==> src/rtl/core/kef_pkg.sv <==
// ----------------------------------------------------------------------------
// kef_pkg
// Shared types and constants for the scalar Kalman event fuser: request
// payload structs, fixed-point constants and register indexes.
// ----------------------------------------------------------------------------
package kef_pkg;

	// Fixed-point format and field widths
	localparam int FRAC     = 16;
	localparam int STAMP_W  = 48;
	localparam int NOISE_W  = 20;
	localparam int READ_W   = 32;
	localparam int POS_W    = 25;
	localparam int UNC_W    = 17;
	localparam int PN_W     = 16;
	localparam int P_W      = 18;
	localparam int DEN_W    = 21;
	localparam int K_W      = 17;
	localparam int CFG_W    = 20;
	localparam int CFG_IDX_W = 2;

	// Shared multiplier operand and product widths
	localparam int MA_W = 42;
	localparam int MB_W = 18;
	localparam int MP_W = MA_W + MB_W;
	localparam int ACC_W = 64;

	// Constants of the update math
	localparam logic [UNC_W-1:0] ONE_U     = 17'd65536;
	localparam logic [UNC_W-1:0] UNC_MAX   = 17'd131071;
	localparam logic [UNC_W-1:0] UNC_RESET = 17'd65536;
	localparam logic [31:0]      EPS       = 32'd655;

	// Reciprocals for floor division: M = ceil(2^35 / d), split in halves
	localparam int RECIP_SH = 35;
	localparam logic [15:0] R12_LO = 16'hAAAB;
	localparam logic [15:0] R12_HI = 16'hAAAA;
	localparam logic [15:0] R10_LO = 16'hCCCD;
	localparam logic [15:0] R10_HI = 16'hCCCC;

	// Register reset values
	localparam logic [PN_W-1:0]    PN_RESET = 16'd328;
	localparam logic [NOISE_W-1:0] DN_RESET = 20'd32768;

	// Register indexes
	localparam logic [CFG_IDX_W-1:0] REG_PROCESS_NOISE = 2'd0;
	localparam logic [CFG_IDX_W-1:0] REG_INIT_UNCERT   = 2'd1;
	localparam logic [CFG_IDX_W-1:0] REG_DEFAULT_NOISE = 2'd2;

	typedef struct packed {
		logic [STAMP_W-1:0] stamp_ms;
		logic               has_noise;
		logic [NOISE_W-1:0] noise;
		logic               has_mag;
		logic [READ_W-1:0]  mag_reading;
		logic               has_mmi;
		logic [READ_W-1:0]  mmi_reading;
		logic               has_position;
		logic [POS_W-1:0]   lat_reading;
		logic [POS_W-1:0]   lon_reading;
	} in_t;

	typedef struct packed {
		logic [READ_W-1:0] mag_estimate;
		logic [READ_W-1:0] mmi_estimate;
		logic [POS_W-1:0]  lat_estimate;
		logic [POS_W-1:0]  lon_estimate;
		logic [UNC_W-1:0]  uncertainty_out;
		logic [UNC_W-1:0]  severity_score;
		logic              late_flag;
	} out_t;

endpackage

==> src/rtl/core/kef_div.sv <==
// ----------------------------------------------------------------------------
// kef_div
// Serial restoring divider for the Kalman gain K = floor(P * ONE / den),
// one quotient bit per cycle.
// ----------------------------------------------------------------------------
module kef_div (
	input  logic                      clk,
	input  logic                      arst_n,
	input  logic                      start,
	input  logic [kef_pkg::P_W-1:0]   num,
	input  logic [kef_pkg::DEN_W-1:0] den,
	output logic                      done,
	output logic [kef_pkg::K_W-1:0]   quo
);
	import kef_pkg::*;

	logic [DEN_W-1:0] rem_q;
	logic [K_W-1:0]   quo_q;
	logic [4:0]       cnt_q;
	logic             busy_q;
	logic             done_q;
	logic [DEN_W:0]   rem2;
	logic             take;

	// Shift the remainder and trial-subtract the divisor
	assign rem2 = {rem_q, 1'b0};
	assign take = (rem2 >= {1'b0, den});

	always_ff @(posedge clk or negedge arst_n) begin
		if (!arst_n) begin
			busy_q <= 1'b0;
			done_q <= 1'b0;
			cnt_q  <= '0;
			rem_q  <= '0;
			quo_q  <= '0;
		end else begin
			done_q <= 1'b0;
			if (start) begin
				if (den == '0) begin
					quo_q  <= '0;
					done_q <= 1'b1;
				end else if ({3'b0, num} >= den) begin
					quo_q  <= K_W'(1);
					rem_q  <= DEN_W'({3'b0, num} - den);
					cnt_q  <= 5'(FRAC);
					busy_q <= 1'b1;
				end else begin
					quo_q  <= '0;
					rem_q  <= {3'b0, num};
					cnt_q  <= 5'(FRAC);
					busy_q <= 1'b1;
				end
			end else if (busy_q) begin
				// Advance one quotient bit
				rem_q <= take ? DEN_W'(rem2 - {1'b0, den}) : rem2[DEN_W-1:0];
				quo_q <= {quo_q[K_W-2:0], take};
				cnt_q <= cnt_q - 5'd1;
				if (cnt_q == 5'd1) begin
					busy_q <= 1'b0;
					done_q <= 1'b1;
				end
			end
		end
	end

	assign done = done_q;
	assign quo  = quo_q;

endmodule

==> src/rtl/core/scalar_kalman_event_fuser_top.sv <==
// Only one request is in work at a time, and its pace is set by the 17-step
// gain divider and the single 42x18 multiplier that serves every product in turn.
// The result sits in an output register, so the next request is taken while it waits;
// a finished request waits in its last step while that register is still held.
// Reset: estimates and latest stamp clear, uncertainty loads 1.0, registers load defaults.
// ----------------------------------------------------------------------------
// scalar_kalman_event_fuser_top
// Scalar Kalman fuser: gain from predicted uncertainty and noise, blend of
// each present estimate, uncertainty update and saturated severity score.
// ----------------------------------------------------------------------------
module scalar_kalman_event_fuser_top (
	input  logic                          clk,
	input  logic                          arst_n,
	input  logic                          in_valid,
	output logic                          in_stall,
	input  kef_pkg::in_t                  in_item,
	output logic                          out_valid,
	input  logic                          out_stall,
	output kef_pkg::out_t                 out_item,
	input  logic                          cfg_we,
	input  logic [kef_pkg::CFG_IDX_W-1:0] cfg_idx,
	input  logic [kef_pkg::CFG_W-1:0]     cfg_wdata
);
	import kef_pkg::*;

	typedef enum logic [4:0] {
		ST_IDLE, ST_DIV_GO, ST_DIV,
		ST_MAG_M, ST_MAG_A, ST_MMI_M, ST_MMI_A,
		ST_LAT_M, ST_LAT_A, ST_LON_M, ST_LON_A,
		ST_UNC_M, ST_UNC_A,
		ST_Q12L_M, ST_Q12L_A, ST_Q12H_M, ST_Q12H_A, ST_Q12_FIX,
		ST_Q10L_M, ST_Q10L_A, ST_Q10H_M, ST_Q10H_A, ST_Q10_FIX,
		ST_ABL_M, ST_ABL_A, ST_ABH_M, ST_ABH_A,
		ST_SC_M, ST_SC_A, ST_OUT
	} state_t;

	state_t state_q;

	// Registers
	logic [PN_W-1:0]    pn_q;
	logic [NOISE_W-1:0] dn_q;

	// Filter state
	logic signed [READ_W-1:0] mag_est_q, mmi_est_q;
	logic signed [POS_W-1:0]  lat_est_q, lon_est_q;
	logic [UNC_W-1:0]         uncert_q;
	logic [STAMP_W-1:0]       latest_q;
	logic                     seen_q;

	// Working registers
	in_t                      item_q;
	logic                     late_q;
	logic [P_W-1:0]           p_q;
	logic [DEN_W-1:0]         den_q;
	logic [K_W-1:0]           k_q;
	logic signed [MP_W-1:0]   prod_q;
	logic signed [ACC_W-1:0]  acc_q;
	logic signed [31:0]       a_q, b_q;
	logic signed [MA_W-1:0]   sev_q;
	logic [UNC_W-1:0]         score_q;
	out_t                     out_q;
	logic                     out_valid_q;

	// Divider
	logic             div_done;
	logic [K_W-1:0]   div_quo;

	kef_div u_div (
		.clk   (clk),
		.arst_n(arst_n),
		.start (state_q == ST_DIV_GO),
		.num   (p_q),
		.den   (den_q),
		.done  (div_done),
		.quo   (div_quo)
	);

	// Differences toward each reading
	logic signed [READ_W:0] dmag, dmmi;
	logic signed [POS_W:0]  dlat, dlon;
	assign dmag = (READ_W+1)'($signed(item_q.mag_reading)) - (READ_W+1)'(mag_est_q);
	assign dmmi = (READ_W+1)'($signed(item_q.mmi_reading)) - (READ_W+1)'(mmi_est_q);
	assign dlat = (POS_W+1)'($signed(item_q.lat_reading)) - (POS_W+1)'(lat_est_q);
	assign dlon = (POS_W+1)'($signed(item_q.lon_reading)) - (POS_W+1)'(lon_est_q);

	// Confidence from the updated uncertainty
	logic signed [MB_W-1:0] conf;
	assign conf = (uncert_q >= ONE_U) ? '0 : MB_W'(ONE_U - uncert_q);

	// Gain complement
	logic [K_W-1:0] k_c;
	assign k_c = ONE_U - k_q;

	// Shared multiplier operand select
	logic signed [MA_W-1:0] ma;
	logic signed [MB_W-1:0] mb;
	always_comb begin
		ma = '0;
		mb = '0;
		case (state_q)
			ST_MAG_M:  begin ma = MA_W'(dmag); mb = {1'b0, k_q}; end
			ST_MMI_M:  begin ma = MA_W'(dmmi); mb = {1'b0, k_q}; end
			ST_LAT_M:  begin ma = MA_W'(dlat); mb = {1'b0, k_q}; end
			ST_LON_M:  begin ma = MA_W'(dlon); mb = {1'b0, k_q}; end
			ST_UNC_M:  begin ma = MA_W'($signed({1'b0, p_q})); mb = {1'b0, k_c}; end
			ST_Q12L_M: begin ma = MA_W'(mmi_est_q); mb = {2'b0, R12_LO}; end
			ST_Q12H_M: begin ma = MA_W'(mmi_est_q); mb = {2'b0, R12_HI}; end
			ST_Q10L_M: begin ma = MA_W'(mag_est_q); mb = {2'b0, R10_LO}; end
			ST_Q10H_M: begin ma = MA_W'(mag_est_q); mb = {2'b0, R10_HI}; end
			ST_ABL_M:  begin ma = MA_W'(a_q); mb = {1'b0, b_q[16:0]}; end
			ST_ABH_M:  begin ma = MA_W'(a_q); mb = MB_W'(b_q >>> 17); end
			ST_SC_M:   begin ma = sev_q; mb = conf; end
			default:   begin ma = '0; mb = '0; end
		endcase
	end

	// Quotient correction for floor division by 12 or 10, with EPS added
	logic signed [31:0] fix_x, fix_q, fix_res;
	logic signed [35:0] fix_qx, fix_qd, fix_r;
	logic               fix12;
	assign fix12   = (state_q == ST_Q12_FIX);
	assign fix_x   = fix12 ? mmi_est_q : mag_est_q;
	assign fix_q   = 32'(acc_q >>> RECIP_SH);
	assign fix_qx  = 36'(fix_q);
	assign fix_qd  = fix12 ? ((fix_qx <<< 3) + (fix_qx <<< 2))
	                       : ((fix_qx <<< 3) + (fix_qx <<< 1));
	assign fix_r   = 36'(fix_x) - fix_qd;
	assign fix_res = fix_q + $signed(EPS)
		+ (((fix12 && fix_r >= 36'sd12) || (!fix12 && fix_r >= 36'sd10)) ? 32'sd1 : 32'sd0);

	// Product scaling by 2^-16 and the gain inputs
	logic signed [MP_W-1:0] shr;
	assign shr = prod_q >>> FRAC;

	logic [P_W-1:0]   p_next;
	logic [DEN_W-1:0] r_sel;
	assign p_next = P_W'(uncert_q) + P_W'(pn_q);
	assign r_sel  = in_item.has_noise ? DEN_W'(in_item.noise) : DEN_W'(dn_q);

	// Register writes; an initial uncertainty write never reaches the filter
	always_ff @(posedge clk or negedge arst_n) begin
		if (!arst_n) begin
			pn_q <= PN_RESET;
			dn_q <= DN_RESET;
		end else if (cfg_we) begin
			case (cfg_idx)
				REG_PROCESS_NOISE: pn_q <= cfg_wdata[PN_W-1:0];
				REG_DEFAULT_NOISE: dn_q <= cfg_wdata;
				REG_INIT_UNCERT:   pn_q <= pn_q;
				default:           dn_q <= dn_q;
			endcase
		end
	end

	// Sequencer
	always_ff @(posedge clk or negedge arst_n) begin
		if (!arst_n) begin
			state_q     <= ST_IDLE;
			mag_est_q   <= '0;
			mmi_est_q   <= '0;
			lat_est_q   <= '0;
			lon_est_q   <= '0;
			uncert_q    <= UNC_RESET;
			latest_q    <= '0;
			seen_q      <= 1'b0;
			out_valid_q <= 1'b0;
		end else begin
			prod_q <= ma * mb;
			// Drop the result once taken, unless a new one replaces it
			if (out_valid_q && !out_stall && state_q != ST_OUT) begin
				out_valid_q <= 1'b0;
			end
			case (state_q)
				ST_IDLE: begin
					if (in_valid) begin
						item_q <= in_item;
						late_q <= seen_q && (in_item.stamp_ms < latest_q);
						if (!seen_q || in_item.stamp_ms > latest_q) begin
							latest_q <= in_item.stamp_ms;
						end
						seen_q  <= 1'b1;
						p_q     <= p_next;
						den_q   <= DEN_W'(p_next) + r_sel;
						state_q <= ST_DIV_GO;
					end
				end
				ST_DIV_GO: state_q <= ST_DIV;
				ST_DIV: begin
					if (div_done) begin
						k_q     <= div_quo;
						state_q <= ST_MAG_M;
					end
				end
				ST_MAG_M: state_q <= ST_MAG_A;
				ST_MAG_A: begin
					if (item_q.has_mag) mag_est_q <= mag_est_q + READ_W'(shr);
					state_q <= ST_MMI_M;
				end
				ST_MMI_M: state_q <= ST_MMI_A;
				ST_MMI_A: begin
					if (item_q.has_mmi) mmi_est_q <= mmi_est_q + READ_W'(shr);
					state_q <= ST_LAT_M;
				end
				ST_LAT_M: state_q <= ST_LAT_A;
				ST_LAT_A: begin
					if (item_q.has_position) lat_est_q <= lat_est_q + POS_W'(shr);
					state_q <= ST_LON_M;
				end
				ST_LON_M: state_q <= ST_LON_A;
				ST_LON_A: begin
					if (item_q.has_position) lon_est_q <= lon_est_q + POS_W'(shr);
					state_q <= ST_UNC_M;
				end
				ST_UNC_M: state_q <= ST_UNC_A;
				ST_UNC_A: begin
					// Saturate the new uncertainty
					uncert_q <= (shr > MP_W'($signed({1'b0, UNC_MAX}))) ? UNC_MAX
						: UNC_W'(shr);
					state_q <= ST_Q12L_M;
				end
				ST_Q12L_M: state_q <= ST_Q12L_A;
				ST_Q12L_A: begin
					acc_q   <= ACC_W'(prod_q);
					state_q <= ST_Q12H_M;
				end
				ST_Q12H_M: state_q <= ST_Q12H_A;
				ST_Q12H_A: begin
					acc_q   <= acc_q + (ACC_W'(prod_q) <<< 16);
					state_q <= ST_Q12_FIX;
				end
				ST_Q12_FIX: begin
					a_q     <= fix_res;
					state_q <= ST_Q10L_M;
				end
				ST_Q10L_M: state_q <= ST_Q10L_A;
				ST_Q10L_A: begin
					acc_q   <= ACC_W'(prod_q);
					state_q <= ST_Q10H_M;
				end
				ST_Q10H_M: state_q <= ST_Q10H_A;
				ST_Q10H_A: begin
					acc_q   <= acc_q + (ACC_W'(prod_q) <<< 16);
					state_q <= ST_Q10_FIX;
				end
				ST_Q10_FIX: begin
					b_q     <= fix_res;
					state_q <= ST_ABL_M;
				end
				ST_ABL_M: state_q <= ST_ABL_A;
				ST_ABL_A: begin
					acc_q   <= ACC_W'(prod_q);
					state_q <= ST_ABH_M;
				end
				ST_ABH_M: state_q <= ST_ABH_A;
				ST_ABH_A: begin
					sev_q   <= MA_W'((acc_q + (ACC_W'(prod_q) <<< 17)) >>> FRAC);
					state_q <= ST_SC_M;
				end
				ST_SC_M: state_q <= ST_SC_A;
				ST_SC_A: begin
					// Clamp the score to the unsigned range
					if (shr < 0) begin
						score_q <= '0;
					end else if (shr > MP_W'($signed({1'b0, UNC_MAX}))) begin
						score_q <= UNC_MAX;
					end else begin
						score_q <= UNC_W'(shr);
					end
					state_q <= ST_OUT;
				end
				ST_OUT: begin
					// Hold until the output register is free
					if (!out_valid_q || !out_stall) begin
						out_q.mag_estimate    <= mag_est_q;
						out_q.mmi_estimate    <= mmi_est_q;
						out_q.lat_estimate    <= lat_est_q;
						out_q.lon_estimate    <= lon_est_q;
						out_q.uncertainty_out <= uncert_q;
						out_q.severity_score  <= score_q;
						out_q.late_flag       <= late_q;
						out_valid_q           <= 1'b1;
						state_q               <= ST_IDLE;
					end
				end
				default: state_q <= ST_IDLE;
			endcase
		end
	end

	assign in_stall  = (state_q != ST_IDLE);
	assign out_valid = out_valid_q;
	assign out_item  = out_q;

endmodule

==> config.mk <==
export PLATFORM = sky130hd
export DESIGN_NAME = scalar_kalman_event_fuser_top
export DESIGN_NICKNAME = d
export VERILOG_FILES = /design/src/rtl/core/kef_pkg.sv /design/src/rtl/core/kef_div.sv /design/src/rtl/core/scalar_kalman_event_fuser_top.sv
export SDC_FILE = /design/constraint.sdc
export NUM_CORES = 2
export LEC_CHECK = 0
export ABC_AREA = 0
export BUFFER_PORTS_ARGS = -buffer_cell sky130_fd_sc_hd__buf_2
export CAP_MARGIN = 0
export CORE_MARGIN = 2
export CORE_UTILIZATION = 30
export DETAILED_ROUTE_END_ITERATION = 6
export HOLD_SLACK_MARGIN = 0.06
export REMOVE_ABC_BUFFERS = 1
export SETUP_SLACK_MARGIN = 0.15
export SLEW_MARGIN = 40
export SYNTH_ARGS = -nofsm -noshare
export SYNTH_HDL_FRONTEND = slang
export SYNTH_HIERARCHICAL = 1
export SYNTH_SLANG_ARGS = --single-unit
==> constraint.sdc <==
create_clock -name clk -period 17.6 [get_ports clk]
set_input_delay 0.88 -clock clk [delete_from_list [all_inputs] [get_ports clk]]
set_output_delay 0.88 -clock clk [all_outputs]
set_load 0.02 [all_outputs]
Word level (Yosys, flattened, before mapping). Index checks and enable logic that the tools add are counted. W data, S select, Z words.

Word-level logic and storage cells: 186. Register bits after elaboration: 837. Input port bits: 213. Output and inout bits: 151.

Mux-type cells: 36. Equal/unequal tests: 36. Reduce and logical (&&, ||, !) cells: 42. $add $sub $neg: 22. Multipliers: 1. Magnitude comparators: 9.

Operator list (number): $pmux W42 S9 (1); $pmux W18 S9 (1); $pmux W5 S30 (1); $pmux W64 S2 (1); $mux W21 (5); $ge A36 B5 Y1 const B (2); $eq A5 B5 Y1 const B (14); $mux W17 (4); $sub A32 B32 Y33 (2); $add A32 B32 Y32 (2); $add A64 B64 Y64 (1); $mul A42 B18 Y60 (1); $add A58 B58 Y58 (1); $sub A25 B25 Y26 (2); $add A25 B25 Y25 (2); $gt A48 B48 Y1 (1); $lt A48 B48 Y1 (1); $gt A44 B18 Y1 const B (1); $lt A44 B1 Y1 const B (1); $eq A5 B4 Y1 const B (8); $mux W36 (1); $sub A32 B36 Y36 (1); $add A32 B30 Y33 (1); $add A32 B31 Y33 (1); 37 further kinds (90).

Logic depth before layout (Yosys ltp).
Depth in word-level cells: 8. Depth in mapped cells: 42. Mapped depth without buffers: 39.

Hierarchy. Netlist, hierarchy kept.

By module, submodules not included: scalar_kalman_event_fuser_top (area an instance 75464.9 µm², sequential area each 22137.5 µm², instances 1, cells each 7848); kef_div (area an instance 4693.3 µm², sequential area each 1126.1 µm², instances 1, cells each 574).

Worst setup path after synthesis. No wires, ideal clock.

Kind: reg-to-reg. Start point: reg state_q[3]. End point: reg out_q, in the netlist out_item[0], enable pin. Period minus slack after synthesis: 12.251 ns. Data required time: 16.761 ns. Setup slack: 5.349 ns. Stages on the path, launching flop included: 6. Library setup time: 0.839 ns. Arrival time: 11.412 ns. Buffers on the path: 3. Path through: dfrtp_1 > clkbuf_1 > clkbuf_1 > clkbuf_1 > nand3b_1 > nor3_1.

Longest elaborated chain between the ends: 2.

RTL lines: start: declaration (line scalar_kalman_event_fuser_top.sv:37) `state_t state_q;`; start signal: assignment (line scalar_kalman_event_fuser_top.sv:158) `state_q <= ST_IDLE;`; start signal: assignment (line scalar_kalman_event_fuser_top.sv:184) `state_q <= ST_DIV_GO;`; start signal: assignment (line scalar_kalman_event_fuser_top.sv:187) `ST_DIV_GO: state_q <= ST_DIV;`; $eq A5 B5 Y1 (line scalar_kalman_event_fuser_top.sv:173) `case (state_q)`; $reduce_and A3 Y1 (no line); end: declaration (line scalar_kalman_event_fuser_top.sv:61) `out_t out_q;`.

Every way passes these cells. A chain may end at the register's enable or synchronous reset.

Final worst setup path.
Start point: reg uncert_q[1]. End point: reg prod_q[58] (data pin).

Longest elaborated chain between the ends: 4. Elaborated cells between the ends (all ways): 5. Classes of those cells: add/sub (1); mul (1); order compare (1); mux (2).

RTL lines: start: declaration (line scalar_kalman_event_fuser_top.sv:46) `logic [UNC_W-1:0] uncert_q;`; start signal: assignment (line scalar_kalman_event_fuser_top.sv:217) `uncert_q <= (shr > MP_W'($signed({1'b0, UNC_MAX}))) ? UNC_MAX`; $sub A17 B17 Y18 or $ge A17 B17 Y1 (tied branches) (line scalar_kalman_event_fuser_top.sv:88) `assign conf = (uncert_q >= ONE_U) ? '0 : MB_W'(ONE_U - uncert_q);`; $mux W18 (*) (line scalar_kalman_event_fuser_top.sv:88); $pmux W18 S9 (*) (line scalar_kalman_event_fuser_top.sv:100) `case (state_q)`; $mul A42 B18 Y60 (*) (line scalar_kalman_event_fuser_top.sv:168) `prod_q <= ma * mb;`; end signal: assignment (line scalar_kalman_event_fuser_top.sv:168); end: declaration (line scalar_kalman_event_fuser_top.sv:56) `logic signed [MP_W-1:0] prod_q;`.

Mark *: on every way between the ends. The rest lies on a longest branch, timed or not.

==> impl_results.md <==
* Status: complete, but fails checks
* Failing checks: design-rule violations
* Top Family by Delay on Critical Path: adder cells
* #FFs+latches synth at 819
* Cell taking the most area after synthesis: edfxtp_1
* Crit path launch type: flop
* First-pass GRT wire length at 455800 um
* Worst Max-Slew Pin Slew at 0.9389 ns
* Minimum clock period at 12.67 ns
* Initial Util at 30.18%
* Post-route ant nets at 0
* Die width at 520.9 um
* Worst clock skew at 0.05004 ns
* Synth cell types at 108
* Slew Limit Fails at 0
* Max frequency at 78.95 MHz
* Worst-skew pair later-pin latency at 0.76 ns
* Nets at 10.33k
* Top-count cell post-synth: inv_1
* Cells after DPL at 12.19k
* Post-CTS Setup Inserts at 0
* HP Class: input port to asynchronous set/reset pin
* Number of global-route vias before repair at 66.68k
* Core area at 0.2656 mm2
* RSZ-0062 raised after global routing: no
* Asr flop ratio synth at 32.60%
* Vias/cell at 5.396
* Placer Congestion at 0.9993
* Mapped Area at 0.08016 mm2
* CTS sink cnt at 819
* Crit path DAT at 13.15 ns
* Ys Warns at 6
* Final worst-path cycle share at 71.97%
* Non-filler cells in the finished layout at 12.37k
* Full die area at 0.2713 mm2
* Max cap viols at 0
* Clock root buffer master: clkbuf_16
* Post-synth top cells: inv_1 (1128), nand2_1 (872), fa_1 (730)
* Clock transition at the registers of the reported paths at 0.07 ns
* Hold_buf cts at 0
* Share of cells above drive strength 1 at 10.93%
* Port bufs at 363
* Worst slack, placed at 5.195 ns
* Syn Area/Cell at 9.518 um2
* Slowest cell on the critical path: nor4b_1
* Worst endpoint required time at 18.08 ns
* EDFF count, synth at 552
* Post-Syn Instances at 8422
* Critical Path Max Stage Delay at 0.69 ns
* H-tree depth at 3
* Num CTS Buffers at 89
* Aggregate global routing overflow at 0
* Antenna violations before repair at 34
* Util after Layout at 33.94%
* Worst setup margin at 4.933 ns
* Crit path capture type: flop
* Setup Crit Path Kind: flop to flop
* Post-CTS resize count at 0
* # setup viols final at 0
* Register area share after synthesis at 29.02%
* Synth top area cells: edfxtp_1 (21%), fa_1 (18%), ha_1 (10%)
* Fin. Hold Viols at 0
* Crit path buf inv count at 6
* Most used cell, CP: fa_1
* Routed wire length at 315600 um
* Row cnt at 189
* Total GRT Usage at 22.79%
* Die Y-Extent at 520.9 um
* HPWL Detailed at 249300 um
* Worst slew margin at 37.41%
* Setup tns final at 0 ns
* Synth top area share at 20.68%
* DR DRC count at 5
* Fill cell count at 26.96k
* WL/cell at 25.51 um
* Top Ports at 364
* Largest net degree at the start of global routing at 86
* TritonCTS clock tree: done
* Layout overhead on the synthesized area at 12.44%
* DR vias at 66.77k
* Max Root-Sink Buffers at 3
* Max Fanout on Critical Path at 39
* Initial DRT Pass Iterations at 7
* Synth Flop Type: edfxtp_1
* DRT iter0 DRCs at 6909
==> final timing paths <==
kind                          startpoint            end  slack, ns  cells after the start
min in group clk             in_item[44]     item_q[44]       0.30                      1
max in group asynchronous         arst_n  lat_est_q[10]      15.28                      4
setup reg to reg             uncert_q[1]     prod_q[58]       4.93                     32
hold / removal                    arst_n        dn_q[2]       0.08                      1
setup / recovery             uncert_q[1]     prod_q[58]       4.93                     32
hold reg to reg            u_div/quo[16]        k_q[16]       0.41                      0
==> per-layer routing <==
metal	GRT usage [%]	wire length, um
met5	0	104
met1	27.80	120900
met2	36.81	144000
met4	15.54	25110
met3	3.908	25490
==> state kept, by name (all words and copies together) (netlist names), 16 cells and up <==
register	flops
acc_q	48
out_item	149
u_div/rem_q	21
dn_q	20
mag_est_q	32
pn_q	16
item_q	117
latest_q	48
u_div/quo	17
p_q	18
score_q	17
k_q	17
prod_q	60
mmi_est_q	32
sev_q	42
lat_est_q	25
den_q	21
lon_est_q	25
a_q	31
uncert_q	17
b_q	31
==> cell usage in the layout (no fill, tap or decap), drive strengths merged, types with 116 or more instances in the layout <==
cell type     n
buf         519
inv        1145
a21oi       461
o21ai       439
nand3       116
ha          639
edfxtp      552
nor2        628
fa          730
xnor2       275
nand2       873
a21o        253
dfrtp       262
xor2        184
mux2        145
==> stage by stage <==
| stage | hold WS (ns) | instance area [um2] |
|---|---|---|
| floorplan | 0.4003 | 79060 |
| global placement | 0.4080 | 86650 |
| detailed placement | 0.4045 | 86820 |
| CTS | 0.09390 | 90010 |
| global route | 0.1080 | 90100 |
| finish | 0.08173 | 90130 |
==> logic make-up after synthesis <==
kind of cell               after synthesis  synth area share [%]
AOI/OAI and AO/OA                     1835                 14.99
xor gates and xnor gates               459                 5.015
adders and majority gates             1369                 28.21
buffers and inverters                 1411                 6.667
DFF                                    819                 29.02
muxes                                  189                 2.586
and+or+nand+nor                       2340                 13.52
==> final cells by class <==
class | count | area, um2 | share of cell area [%]
Clock buffer | 108 | 2422 | 2.688
Antenna cell | 13 | 32.53 | 0.03609
Tap cell | 3533 | 4420 | 4.904
Multi-Input combinational cell | 6192 | 51940 | 57.63
Clock inverter | 60 | 765.7 | 0.8496
Sequential cell | 819 | 23260 | 25.81
Timing Repair Buffer | 519 | 3045 | 3.379
Inverter | 1130 | 4242 | 4.706
Power is not shown: default switching activity piles up to over one toggle a cycle in this logic, so the estimate is an artifact.
